File: src/hdl/bdpc_pkg.sv
`default_nettype none
package bdpc_pkg;

	localparam int BANDS      = 4;
	localparam int COORD_BITS = 12;

	localparam int LEVEL_W  = 8;
	localparam int RATIO_W  = 16;
	localparam int CFG_W    = 16;
	localparam int ADDR_W   = 2;
	localparam int DARK_W   = 22;
	localparam int IDX_W    = $clog2(BANDS);
	localparam int CNT_W    = $clog2(BANDS + 1);
	localparam int MULT_W   = $clog2(BANDS + 1);
	localparam int ROWS_P_W = COORD_BITS + MULT_W;
	localparam int WIN_P_W  = COORD_BITS + RATIO_W;
	localparam int RHS_W    = ROWS_P_W + WIN_P_W;
	localparam int LHS_W    = DARK_W + 16;
	localparam int CMP_W    = (RHS_W > LHS_W) ? RHS_W : LHS_W;
	localparam int SETTLE   = BANDS + 2;
	localparam int SETTLE_W = $clog2(SETTLE + 1);

	localparam logic [DARK_W-1:0] DARK_MAX = {DARK_W{1'b1}};

	localparam logic [COORD_BITS-1:0] WIDTH_RST  = COORD_BITS'(640);
	localparam logic [COORD_BITS-1:0] HEIGHT_RST = COORD_BITS'(480);
	localparam logic [LEVEL_W-1:0]    LEVEL_RST  = LEVEL_W'(60);
	localparam logic [RATIO_W-1:0]    RATIO_RST  = RATIO_W'(3277);

	// Reciprocal constants for the divisions by ten, by five and by the band count.
	localparam int RSH  = 20;
	localparam int R10  = (2 ** RSH + 9) / 10;
	localparam int R5   = (2 ** RSH + 4) / 5;
	localparam int PW   = COORD_BITS + RSH;
	localparam int BSH  = COORD_BITS + 4;
	localparam int RB   = (2 ** BSH + BANDS - 1) / BANDS;
	localparam int BPW  = COORD_BITS + BSH;

	typedef logic [COORD_BITS-1:0] coord_t;

	typedef enum logic [ADDR_W-1:0] {
		REG_FRAME_WIDTH  = 2'd0,
		REG_FRAME_HEIGHT = 2'd1,
		REG_DARK_LEVEL   = 2'd2,
		REG_DARK_RATIO   = 2'd3
	} reg_idx_t;

	typedef struct packed {
		coord_t               width;
		coord_t               height;
		logic [LEVEL_W-1:0]   dark_level;
		logic [RATIO_W-1:0]   dark_ratio;
	} cfg_t;

	typedef struct packed {
		coord_t [BANDS-1:0] win_start;
		coord_t [BANDS-1:0] win_width;
		coord_t             band_rows;
		coord_t [BANDS-1:0] band_bound;
	} geom_t;

	typedef struct packed {
		logic pix_accept;
		logic eval_mul1;
		logic eval_mul2;
		logic eval_cmp;
		logic load_out;
	} cmd_t;

	typedef struct packed {
		logic frame_end;
		logic band_clear;
		logic last_band;
	} sts_t;

	function automatic coord_t div10(coord_t x);
		logic [PW-1:0] p;
		p = PW'(x) * PW'(R10);
		return coord_t'(p >> RSH);
	endfunction

	function automatic coord_t four_fifths(coord_t x);
		logic [PW-1:0] p;
		p = (PW'(x) << 2) * PW'(R5);
		return coord_t'(p >> RSH);
	endfunction

	function automatic coord_t div_bands(coord_t x);
		logic [BPW-1:0] p;
		p = BPW'(x) * BPW'(RB);
		return coord_t'(p >> BSH);
	endfunction

endpackage
`default_nettype wire

File: src/hdl/bdpc_cfg.sv
`default_nettype none
module bdpc_cfg (
	input  wire                           clk,
	input  wire                           arst_n,
	input  wire                           cfg_we,
	input  wire  [bdpc_pkg::ADDR_W-1:0]   cfg_addr,
	input  wire  [bdpc_pkg::CFG_W-1:0]    cfg_wdata,
	output bdpc_pkg::cfg_t                cfg,
	output bdpc_pkg::geom_t               geom
);

	bdpc_pkg::coord_t                   width_q;
	bdpc_pkg::coord_t                   height_q;
	logic [bdpc_pkg::LEVEL_W-1:0]       level_q;
	logic [bdpc_pkg::RATIO_W-1:0]       ratio_q;
	bdpc_pkg::coord_t [bdpc_pkg::BANDS-1:0] start_q;
	bdpc_pkg::coord_t [bdpc_pkg::BANDS-1:0] wid_q;
	bdpc_pkg::coord_t                   rows_q;
	bdpc_pkg::coord_t [bdpc_pkg::BANDS-1:0] bound_q;

	always_ff @(posedge clk or negedge arst_n) begin
		if (!arst_n) begin
			width_q  <= bdpc_pkg::WIDTH_RST;
			height_q <= bdpc_pkg::HEIGHT_RST;
			level_q  <= bdpc_pkg::LEVEL_RST;
			ratio_q  <= bdpc_pkg::RATIO_RST;
		end else if (cfg_we) begin
			unique case (bdpc_pkg::reg_idx_t'(cfg_addr))
				bdpc_pkg::REG_FRAME_WIDTH:  width_q  <= cfg_wdata[bdpc_pkg::COORD_BITS-1:0];
				bdpc_pkg::REG_FRAME_HEIGHT: height_q <= cfg_wdata[bdpc_pkg::COORD_BITS-1:0];
				bdpc_pkg::REG_DARK_LEVEL:   level_q  <= cfg_wdata[bdpc_pkg::LEVEL_W-1:0];
				bdpc_pkg::REG_DARK_RATIO:   ratio_q  <= cfg_wdata[bdpc_pkg::RATIO_W-1:0];
				default: ;
			endcase
		end
	end

	assign cfg.width      = (width_q == '0) ? bdpc_pkg::coord_t'(1) : width_q;
	assign cfg.height     = (height_q == '0) ? bdpc_pkg::coord_t'(1) : height_q;
	assign cfg.dark_level = level_q;
	assign cfg.dark_ratio = ratio_q;

	// Each band's window is derived from the one below it, one band per register.
	always_ff @(posedge clk) begin
		start_q[0] <= '0;
		wid_q[0]   <= cfg.width;
		for (int k = 1; k < bdpc_pkg::BANDS; k++) begin
			start_q[k] <= start_q[k-1] + bdpc_pkg::div10(wid_q[k-1]);
			wid_q[k]   <= bdpc_pkg::four_fifths(wid_q[k-1]);
		end
		rows_q <= bdpc_pkg::div_bands(cfg.height);
		for (int j = 0; j < bdpc_pkg::BANDS; j++) begin
			bound_q[j] <= bdpc_pkg::coord_t'(rows_q * (bdpc_pkg::coord_t'(j) + 1'b1));
		end
	end

	assign geom.win_start  = start_q;
	assign geom.win_width  = wid_q;
	assign geom.band_rows  = rows_q;
	assign geom.band_bound = bound_q;

endmodule
`default_nettype wire

File: src/hdl/bdpc_datapath.sv
`default_nettype none
module bdpc_datapath (
	input  wire                            clk,
	input  wire                            arst_n,
	input  bdpc_pkg::cfg_t                 cfg,
	input  bdpc_pkg::geom_t                geom,
	input  bdpc_pkg::cmd_t                 cmd,
	output bdpc_pkg::sts_t                 sts,
	input  wire  [bdpc_pkg::LEVEL_W-1:0]   pixel,
	output logic                           go_forward,
	output logic [2:0]                     clear_bands
);

	bdpc_pkg::coord_t                   col_q;
	bdpc_pkg::coord_t                   row_q;
	logic [bdpc_pkg::DARK_W-1:0]        dark_q [bdpc_pkg::BANDS];
	logic [bdpc_pkg::IDX_W-1:0]         idx_q;
	logic [bdpc_pkg::CNT_W-1:0]         clear_q;
	logic [bdpc_pkg::ROWS_P_W-1:0]      rows_p_s1;
	logic [bdpc_pkg::WIN_P_W-1:0]       win_p_s1;
	logic [bdpc_pkg::RHS_W-1:0]         rhs_s2;

	logic [bdpc_pkg::IDX_W-1:0]         band_top;
	logic [bdpc_pkg::IDX_W-1:0]         pix_idx;
	logic                               in_bands;
	logic                               in_win;
	logic                               dark_hit;
	logic                               row_end;
	logic                               frame_end;
	bdpc_pkg::coord_t                   start;
	bdpc_pkg::coord_t                   wid;
	logic [bdpc_pkg::CMP_W-1:0]         lhs;
	logic [3:0]                         clear4;

	always_comb begin
		band_top = '0;
		for (int j = 1; j < bdpc_pkg::BANDS; j++) begin
			if (row_q >= geom.band_bound[j-1]) begin
				band_top = band_top + bdpc_pkg::IDX_W'(1);
			end
		end
	end

	assign pix_idx   = bdpc_pkg::IDX_W'(bdpc_pkg::BANDS - 1) - band_top;
	assign in_bands  = row_q < geom.band_bound[bdpc_pkg::BANDS-1];
	assign start     = geom.win_start[pix_idx];
	assign wid       = geom.win_width[pix_idx];
	assign in_win    = (col_q >= start) && ({1'b0, col_q} < ({1'b0, start} + {1'b0, wid}));
	assign dark_hit  = in_bands && in_win && (pixel < cfg.dark_level);
	assign row_end   = col_q >= (cfg.width - bdpc_pkg::coord_t'(1));
	assign frame_end = row_end && (row_q >= (cfg.height - bdpc_pkg::coord_t'(1)));

	assign lhs = bdpc_pkg::CMP_W'(dark_q[idx_q]) << 16;

	assign sts.frame_end  = frame_end;
	assign sts.band_clear = lhs < bdpc_pkg::CMP_W'(rhs_s2);
	assign sts.last_band  = idx_q == bdpc_pkg::IDX_W'(bdpc_pkg::BANDS - 1);

	always_ff @(posedge clk or negedge arst_n) begin
		if (!arst_n) begin
			col_q   <= '0;
			row_q   <= '0;
			idx_q   <= '0;
			clear_q <= '0;
			for (int k = 0; k < bdpc_pkg::BANDS; k++) begin
				dark_q[k] <= '0;
			end
		end else begin
			if (cmd.pix_accept) begin
				if (dark_hit && dark_q[pix_idx] != bdpc_pkg::DARK_MAX) begin
					dark_q[pix_idx] <= dark_q[pix_idx] + 1'b1;
				end
				col_q <= row_end ? '0 : col_q + 1'b1;
				if (row_end) begin
					row_q <= frame_end ? '0 : row_q + 1'b1;
				end
				if (frame_end) begin
					idx_q   <= '0;
					clear_q <= '0;
				end
			end
			if (cmd.eval_cmp) begin
				if (sts.band_clear) begin
					clear_q <= clear_q + 1'b1;
				end
				if (!sts.last_band) begin
					idx_q <= idx_q + 1'b1;
				end
			end
			if (cmd.load_out) begin
				for (int k = 0; k < bdpc_pkg::BANDS; k++) begin
					dark_q[k] <= '0;
				end
			end
		end
	end

	assign clear4 = 4'(clear_q);

	// Right-hand side of the clear test: rows times band weight, window times ratio, then both.
	always_ff @(posedge clk) begin
		if (cmd.eval_mul1) begin
			rows_p_s1 <= bdpc_pkg::ROWS_P_W'(geom.band_rows) *
				bdpc_pkg::ROWS_P_W'(bdpc_pkg::MULT_W'(bdpc_pkg::BANDS) -
				bdpc_pkg::MULT_W'(idx_q));
			win_p_s1  <= bdpc_pkg::WIN_P_W'(geom.win_width[idx_q]) *
				bdpc_pkg::WIN_P_W'(cfg.dark_ratio);
		end
		if (cmd.eval_mul2) begin
			rhs_s2 <= bdpc_pkg::RHS_W'(rows_p_s1) * bdpc_pkg::RHS_W'(win_p_s1);
		end
		if (cmd.load_out) begin
			go_forward  <= {1'b0, clear4} << 1 >= 5'(bdpc_pkg::BANDS);
			clear_bands <= (clear4 > 4'd7) ? 3'd7 : clear4[2:0];
		end
	end

endmodule
`default_nettype wire

File: src/hdl/bdpc_ctrl.sv
`default_nettype none
module bdpc_ctrl (
	input  wire                 clk,
	input  wire                 arst_n,
	input  wire                 cfg_we,
	input  wire                 s_tvalid,
	output logic                s_tready,
	output logic                m_tvalid,
	input  wire                 m_tready,
	input  bdpc_pkg::sts_t      sts,
	output bdpc_pkg::cmd_t      cmd
);

	typedef enum logic [4:0] {
		ST_RUN  = 5'b00001,
		ST_MUL1 = 5'b00010,
		ST_MUL2 = 5'b00100,
		ST_CMP  = 5'b01000,
		ST_DONE = 5'b10000
	} state_t;

	state_t                             state_q;
	state_t                             state_d;
	logic [bdpc_pkg::SETTLE_W-1:0]      settle_q;
	logic                               m_valid_q;
	logic                               accept;

	assign s_tready = (state_q == ST_RUN) && (settle_q == '0);
	assign accept   = s_tvalid && s_tready;
	assign m_tvalid = m_valid_q;

	assign cmd.pix_accept = accept;
	assign cmd.eval_mul1  = state_q == ST_MUL1;
	assign cmd.eval_mul2  = state_q == ST_MUL2;
	assign cmd.eval_cmp   = state_q == ST_CMP;
	assign cmd.load_out   = (state_q == ST_DONE) && (!m_valid_q || m_tready);

	always_comb begin
		state_d = state_q;
		unique case (state_q)
			ST_RUN: begin
				if (accept && sts.frame_end) begin
					state_d = ST_MUL1;
				end
			end
			ST_MUL1: state_d = ST_MUL2;
			ST_MUL2: state_d = ST_CMP;
			ST_CMP: begin
				state_d = (sts.band_clear && !sts.last_band) ? ST_MUL1 : ST_DONE;
			end
			ST_DONE: begin
				if (cmd.load_out) begin
					state_d = ST_RUN;
				end
			end
			default: state_d = ST_RUN;
		endcase
	end

	always_ff @(posedge clk or negedge arst_n) begin
		if (!arst_n) begin
			state_q   <= ST_RUN;
			settle_q  <= bdpc_pkg::SETTLE_W'(bdpc_pkg::SETTLE);
			m_valid_q <= 1'b0;
		end else begin
			state_q <= state_d;
			if (cfg_we) begin
				settle_q <= bdpc_pkg::SETTLE_W'(bdpc_pkg::SETTLE);
			end else if (settle_q != '0) begin
				settle_q <= settle_q - 1'b1;
			end
			if (cmd.load_out) begin
				m_valid_q <= 1'b1;
			end else if (m_tready) begin
				m_valid_q <= 1'b0;
			end
		end
	end

endmodule
`default_nettype wire

File: src/hdl/banded_dark_pixel_path_check_unit.sv
// Channel   Direction  Contents (lowest bit first)
// cfg       in         cfg_we, cfg_addr register index, cfg_wdata value
// s_axis    in         s_tdata: pixel[7:0]
// m_axis    out        m_tdata: go_forward[0], clear_bands[3:1], zero[7:4]
//
// A pixel request is taken when s_tvalid and s_tready are both high. The frame's last
// pixel starts a band walk through two multiplier stages and a compare per band, stopping
// after the first band that is not clear, and the result is then posted once the previous
// result has been taken. Pixels wait during the walk and the posting; a posted result does
// not hold them off. After reset and after every configuration write s_tready is low while
// the window chain settles. Reset is asynchronous and active low.
`default_nettype none
module banded_dark_pixel_path_check_unit (
	input  wire                           clk,
	input  wire                           arst_n,
	input  wire                           cfg_we,
	input  wire  [bdpc_pkg::ADDR_W-1:0]   cfg_addr,
	input  wire  [bdpc_pkg::CFG_W-1:0]    cfg_wdata,
	input  wire                           s_tvalid,
	output logic                          s_tready,
	input  wire  [7:0]                    s_tdata,   // pixel[7:0]
	output logic                          m_tvalid,
	input  wire                           m_tready,
	output logic [7:0]                    m_tdata    // go_forward[0], clear_bands[3:1]
);

	bdpc_pkg::cfg_t   cfg;
	bdpc_pkg::geom_t  geom;
	bdpc_pkg::cmd_t   cmd;
	bdpc_pkg::sts_t   sts;
	logic             go_forward;
	logic [2:0]       clear_bands;

	bdpc_cfg u_cfg (
		.clk       (clk),
		.arst_n    (arst_n),
		.cfg_we    (cfg_we),
		.cfg_addr  (cfg_addr),
		.cfg_wdata (cfg_wdata),
		.cfg       (cfg),
		.geom      (geom)
	);

	bdpc_datapath u_dp (
		.clk         (clk),
		.arst_n      (arst_n),
		.cfg         (cfg),
		.geom        (geom),
		.cmd         (cmd),
		.sts         (sts),
		.pixel       (s_tdata),
		.go_forward  (go_forward),
		.clear_bands (clear_bands)
	);

	bdpc_ctrl u_ctrl (
		.clk      (clk),
		.arst_n   (arst_n),
		.cfg_we   (cfg_we),
		.s_tvalid (s_tvalid),
		.s_tready (s_tready),
		.m_tvalid (m_tvalid),
		.m_tready (m_tready),
		.sts      (sts),
		.cmd      (cmd)
	);

	assign m_tdata = {4'b0000, clear_bands, go_forward};

endmodule
`default_nettype wire

File: config.mk
export PLATFORM = sky130hd
export DESIGN_NAME = banded_dark_pixel_path_check_unit
export DESIGN_NICKNAME = d
export VERILOG_FILES = /design/src/hdl/bdpc_pkg.sv /design/src/hdl/bdpc_cfg.sv /design/src/hdl/bdpc_datapath.sv /design/src/hdl/bdpc_ctrl.sv /design/src/hdl/banded_dark_pixel_path_check_unit.sv
export SDC_FILE = /design/constraint.sdc
export NUM_CORES = 2
export LEC_CHECK = 0
export BUFFER_PORTS_ARGS = -buffer_cell sky130_fd_sc_hd__clkbuf_2
export CORE_MARGIN = 8
export CORE_UTILIZATION = 55
export CTS_CLUSTER_DIAMETER = 80
export CTS_CLUSTER_SIZE = 16
export DETAILED_ROUTE_END_ITERATION = 8
export GPL_TIMING_DRIVEN = 0
export PLACE_DENSITY = 0.71
export SETUP_SLACK_MARGIN = 0.02
export SLEW_MARGIN = 20
export SYNTH_ARGS = -nofsm -noshare
export SYNTH_HDL_FRONTEND = slang
export SYNTH_SLANG_ARGS = --single-unit
File: constraint.sdc
create_clock -name clk -period 17.7 [get_ports clk]
set_clock_uncertainty 0.2 [all_clocks]
set_input_delay 0.885 -clock clk [delete_from_list [all_inputs] [get_ports clk]]
set_output_delay 0.885 -clock clk [all_outputs]
set_load 0.005 [all_outputs]
==> results by group <==
Die
  – Placeable core area: approximately 0.085 mm^2
  – Die Width: roughly 310 um
  – Vertical die dimension: 309 um
  – Starting utilization of the core area: between 50% and 60%
  – Full die area: 0.0957 mm^2
  – Number of cell rows: around 110
  – Total I/O pin count: ~40

GRT
  – Pin count of the biggest net entering global routing: 88
  – First-pass GRT wire length: 191000 um
  – Leftover overflow at the end of global routing: 0
  – Vias in the first global route: 35233
  – Number of antenna violations at the first check in global routing: 3
  – Tot GR Track Use: 25.2%

Synthesis
  – Sequential cell area fraction in the yosys report: 19.2%
  – Synth Area per Inst: around 10 um^2
  – Distinct cell type count of the synthesized netlist: 90
  – Number of enable flip-flop cells after synthesis: 90
  – Multiplexer share of the synthesized area: roughly 7.4%
  – Number of register bits inferred by synthesis: 364
  – Dominant synthesized flop cell: sky130_fd_sc_hd__dfrtp_1
  – Complex-gate fraction of the synthesized area: 7.21%
  – Adder-cell share of the synthesized area: around 42%
  – Synthesized instance count: ~4700
  – Post-synthesis share of cell area spent on and, or, nand and nor gates: between 10 and 15%
  – Largest area contributor in the netlist: sky130_fd_sc_hd__fa_1
  – Syn Std Cell Area: 0.0473 mm^2
  – Largest family of logic cells by synthesized area: adder cells
  – Fraction of synthesized cell area taken by the top area cell type: 26.0%
  – Leading cell types by total area after synthesis: sky130_fd_sc_hd__fa_1, sky130_fd_sc_hd__ha_1, sky130_fd_sc_hd__dfrtp_1, sky130_fd_sc_hd__inv_1, sky130_fd_sc_hd__edfxtp_1
  – Async set or reset register ratio after synthesis: 47.8%
  – Xor/xnor share of the synthesized area: between 3 and 4%
  – Synth warn: 0

Finish
  – Synth-to-Final Area Change: 5.82%
  – Share of layout cells above drive strength 1: under 10%
  – Final #Nets: 6065
  – Filler-free cell count of the finished design: ~6000

Critical path
  – CP Buf/Inv Count: 6
  – Crit path required time: between 15 and 20 ns
  – Family with the most delay on the worst path: compound AO/OA/AOI/OAI gates
  – Slowest Stage Delay on Critical Path: about 0.76 ns
  – WS Path Type: flip-flop to flip-flop
  – Sort of element at the end of the critical path: flip-flop
  – Arrival time at the worst endpoint: 10.58 ns
  – Worst-path fanout max: 10
  – Worst path most repeated cell: sky130_fd_sc_hd__a21o_1
  – Cell with the largest stage delay on the worst path: sky130_fd_sc_hd__o311ai_1
  – Critical path launch point type: flip-flop

STA
  – Setup repair after global routing missed its margin: no
  – Share of the clock period used by the worst path after layout: 57.9%
  – Clock period minus worst slack: about 10 ns
  – Final hold vios: 0
  – Total negative setup slack: 0 ns
  – Worst slew margin relative to its limit: approximately 30%
  – Max Fclk: about 0.098 GHz
  – Final setup viols: 0
  – Number of pins with negative max-slew slack in the final report: 0
  – Pin slew with the least headroom to its limit: 1.05 ns
  – Smallest hold slack: roughly 0.27 ns

Detailed routing
  – Wire length per cell after detailed routing: 19.8 um
  – Number of vias per cell after detailed routing: 5.68
  – Detailed Routing Iterations Pass 1: 7
  – DRC violations left: 0
  – Via count: ~34000
  – Detail Route Antenna Nets: 0
  – Drt total wl: 118000 um
  – Detailed router's first-iteration violation count: between 2000 and 3000

Clock tree
  – Sink Count: 364
  – Count of buffers added by post-CTS timing repair for setup: 0
  – Clock-pin slew on the worst setup and hold paths: 0.08 ns
  – Count of H-tree levels built during CTS: 1
  – TritonCTS clock tree: done
  – Buffer cell driving the clock tree root: sky130_fd_sc_hd__clkbuf_16
  – Insertion delay to the later sink of the worst-skew pair: about 0.64 ns
  – Number of buffers added by the clock tree synthesis step: 31
  – Maximum root-to-sink buffer count: 3

Place
  – Detailed placement HPWL: 96400 um
  – Port Buffer Count: 35
  – Cell Count Post-Placement: ~6000
  – Routability Congestion: 0.925

Outcome
  – Result of the run: finished clean

Worst hold path
  – Worst hold path class: flip-flop to flip-flop

Run
  – Maxcap violations: 0
==> state kept, by name (all words and copies together), names as in the netlist, 5 cells and up <==
signal / count
u_cfg.geom: 90
u_cfg.height_q: 12
u_cfg.level_q: 8
u_cfg.ratio_q: 16
u_cfg.rows_q: 10
u_cfg.width_q: 12
u_ctrl.state_q: 5
u_dp.col_q: 12
u_dp.dark_q: 88
u_dp.rhs_s2: 43
u_dp.row_q: 12
u_dp.rows_p_s1: 15
u_dp.win_p_s1: 28
==> worst reg2reg max path, delay by kind of cell (launching register included) <==
family          cells  cell delay, ns
flops               1            0.45
fa+ha+maj           5            1.52
xor+xnor            1            0.10
buf+inv             6            1.99
compound gates     24            5.52
simple gates        4            0.38
==> path summary, 6_finish.rpt <==
check	slack [ns]	startpoint	end	cells after the start
min	0.27	u_cfg.rows_q[6]$_DFF_P_	u_cfg.geom[19]$_DFF_P_	0
min reg2reg	0.27	u_cfg.rows_q[6]$_DFF_P_	u_cfg.geom[19]$_DFF_P_	0
max in group asynchronous	15.71	arst_n	u_cfg.ratio_q[11]$_DFFE_PN1P_	4
min in group asynchronous	0.46	arst_n	u_dp.clear_q[2]$_DFF_PN0_	2
max	7.46	u_dp.row_q[0]$_DFFE_PN0P_	u_dp.dark_q[74]$_DFFE_PN0P_	40
max reg2reg	7.46	u_dp.row_q[0]$_DFFE_PN0P_	u_dp.dark_q[74]$_DFFE_PN0P_	40
==> cell families (layout without fill, tap and decap cells) <==
family          count (synthesis)  count (layout)
compound gates                520             520
xor+xnor                      190             190
fa+ha+maj                    1236            1236
buf+inv                       942            1039
flops                         364             364
mux                           240             240
other cells                     1               6
simple gates                 1232            1232
==> per-layer routing <==
metal | global-route usage (%) | vias up | routed length [um] | share of wire (%)
met5 | 0 | - | 0 | 0
met4 | 7.05 | 0 | 3860 | 3.3
met3 | 4.80 | 231 | 9690 | 8.2
met2 | 40.8 | 1247 | 54100 | 46
met1 | 34.6 | 16926 | 50400 | 43
li1 | - | 15518 | - | -
==> repair_timing <==
action	CTS	global route
hold buffers	1	0
endpoints found under the hold margin	2	0
resized for setup	0	0
==> synthesized netlist by cell type, drive strengths merged, types with 34 or more instances <==
cell and number:
dfrtp 154, mux2i 104, and2 299, xnor2 134, mux4 80, mux2 56
nand3 39, a21o 73, nor2 128, o21a 35, fa 615, nor2b 34
edfxtp 90, xor2 56, inv 752, dfxtp 100, buf 40, nand2b 38
nand2 578, clkbuf 150, o21ai 111, a21oi 133, ha 618
==> placed cells by master (no fill, tap or decap), types with 35 or more instances in the layout <==
cell                       count
sky130_fd_sc_hd__dfxtp_1     100
sky130_fd_sc_hd__nor2_1      128
sky130_fd_sc_hd__a21o_1       73
sky130_fd_sc_hd__nand3_1      39
sky130_fd_sc_hd__o21a_1       35
sky130_fd_sc_hd__nand2b_1     37
sky130_fd_sc_hd__xor2_1       56
sky130_fd_sc_hd__mux2_2       53
sky130_fd_sc_hd__dfrtp_1     154
sky130_fd_sc_hd__mux4_2       79
sky130_fd_sc_hd__edfxtp_1     90
sky130_fd_sc_hd__o21ai_0     107
sky130_fd_sc_hd__mux2i_1     103
sky130_fd_sc_hd__fa_1        615
sky130_fd_sc_hd__ha_1        618
sky130_fd_sc_hd__xnor2_1     133
sky130_fd_sc_hd__clkbuf_1    158
sky130_fd_sc_hd__inv_1       752
sky130_fd_sc_hd__a21oi_1     133
sky130_fd_sc_hd__nand2_1     578
sky130_fd_sc_hd__and2_1      299
==> stage by stage <==
step	instance area (um^2)	setup slack (ns)	util, %
5_1_grt	50100	6.92	58.7
6_report	50100	7.46	58.7
3_3_place_gp	48900	7.55	57.4
4_1_cts	50000	7.32	58.7
2_1_floorplan	47300	9.29	-
3_5_place_dp	49000	7.38	57.5
==> cell type report <==
class	instances	area, um^2
Sequential cell	364	9080
Clock inverter	17	173
Timing Repair Buffer	40	289
Fill cell	7349	35200
Clock buffer	40	820
Tap cell	1144	1430
Buffer	190	850
Multi-Input combinational cell	3422	34600
Inverter	752	2820
Antenna cell	2	5.00
Power is left out: the tool's default activity adds up to more than one toggle a clock period on the data nets, which glitch-free logic cannot reach.
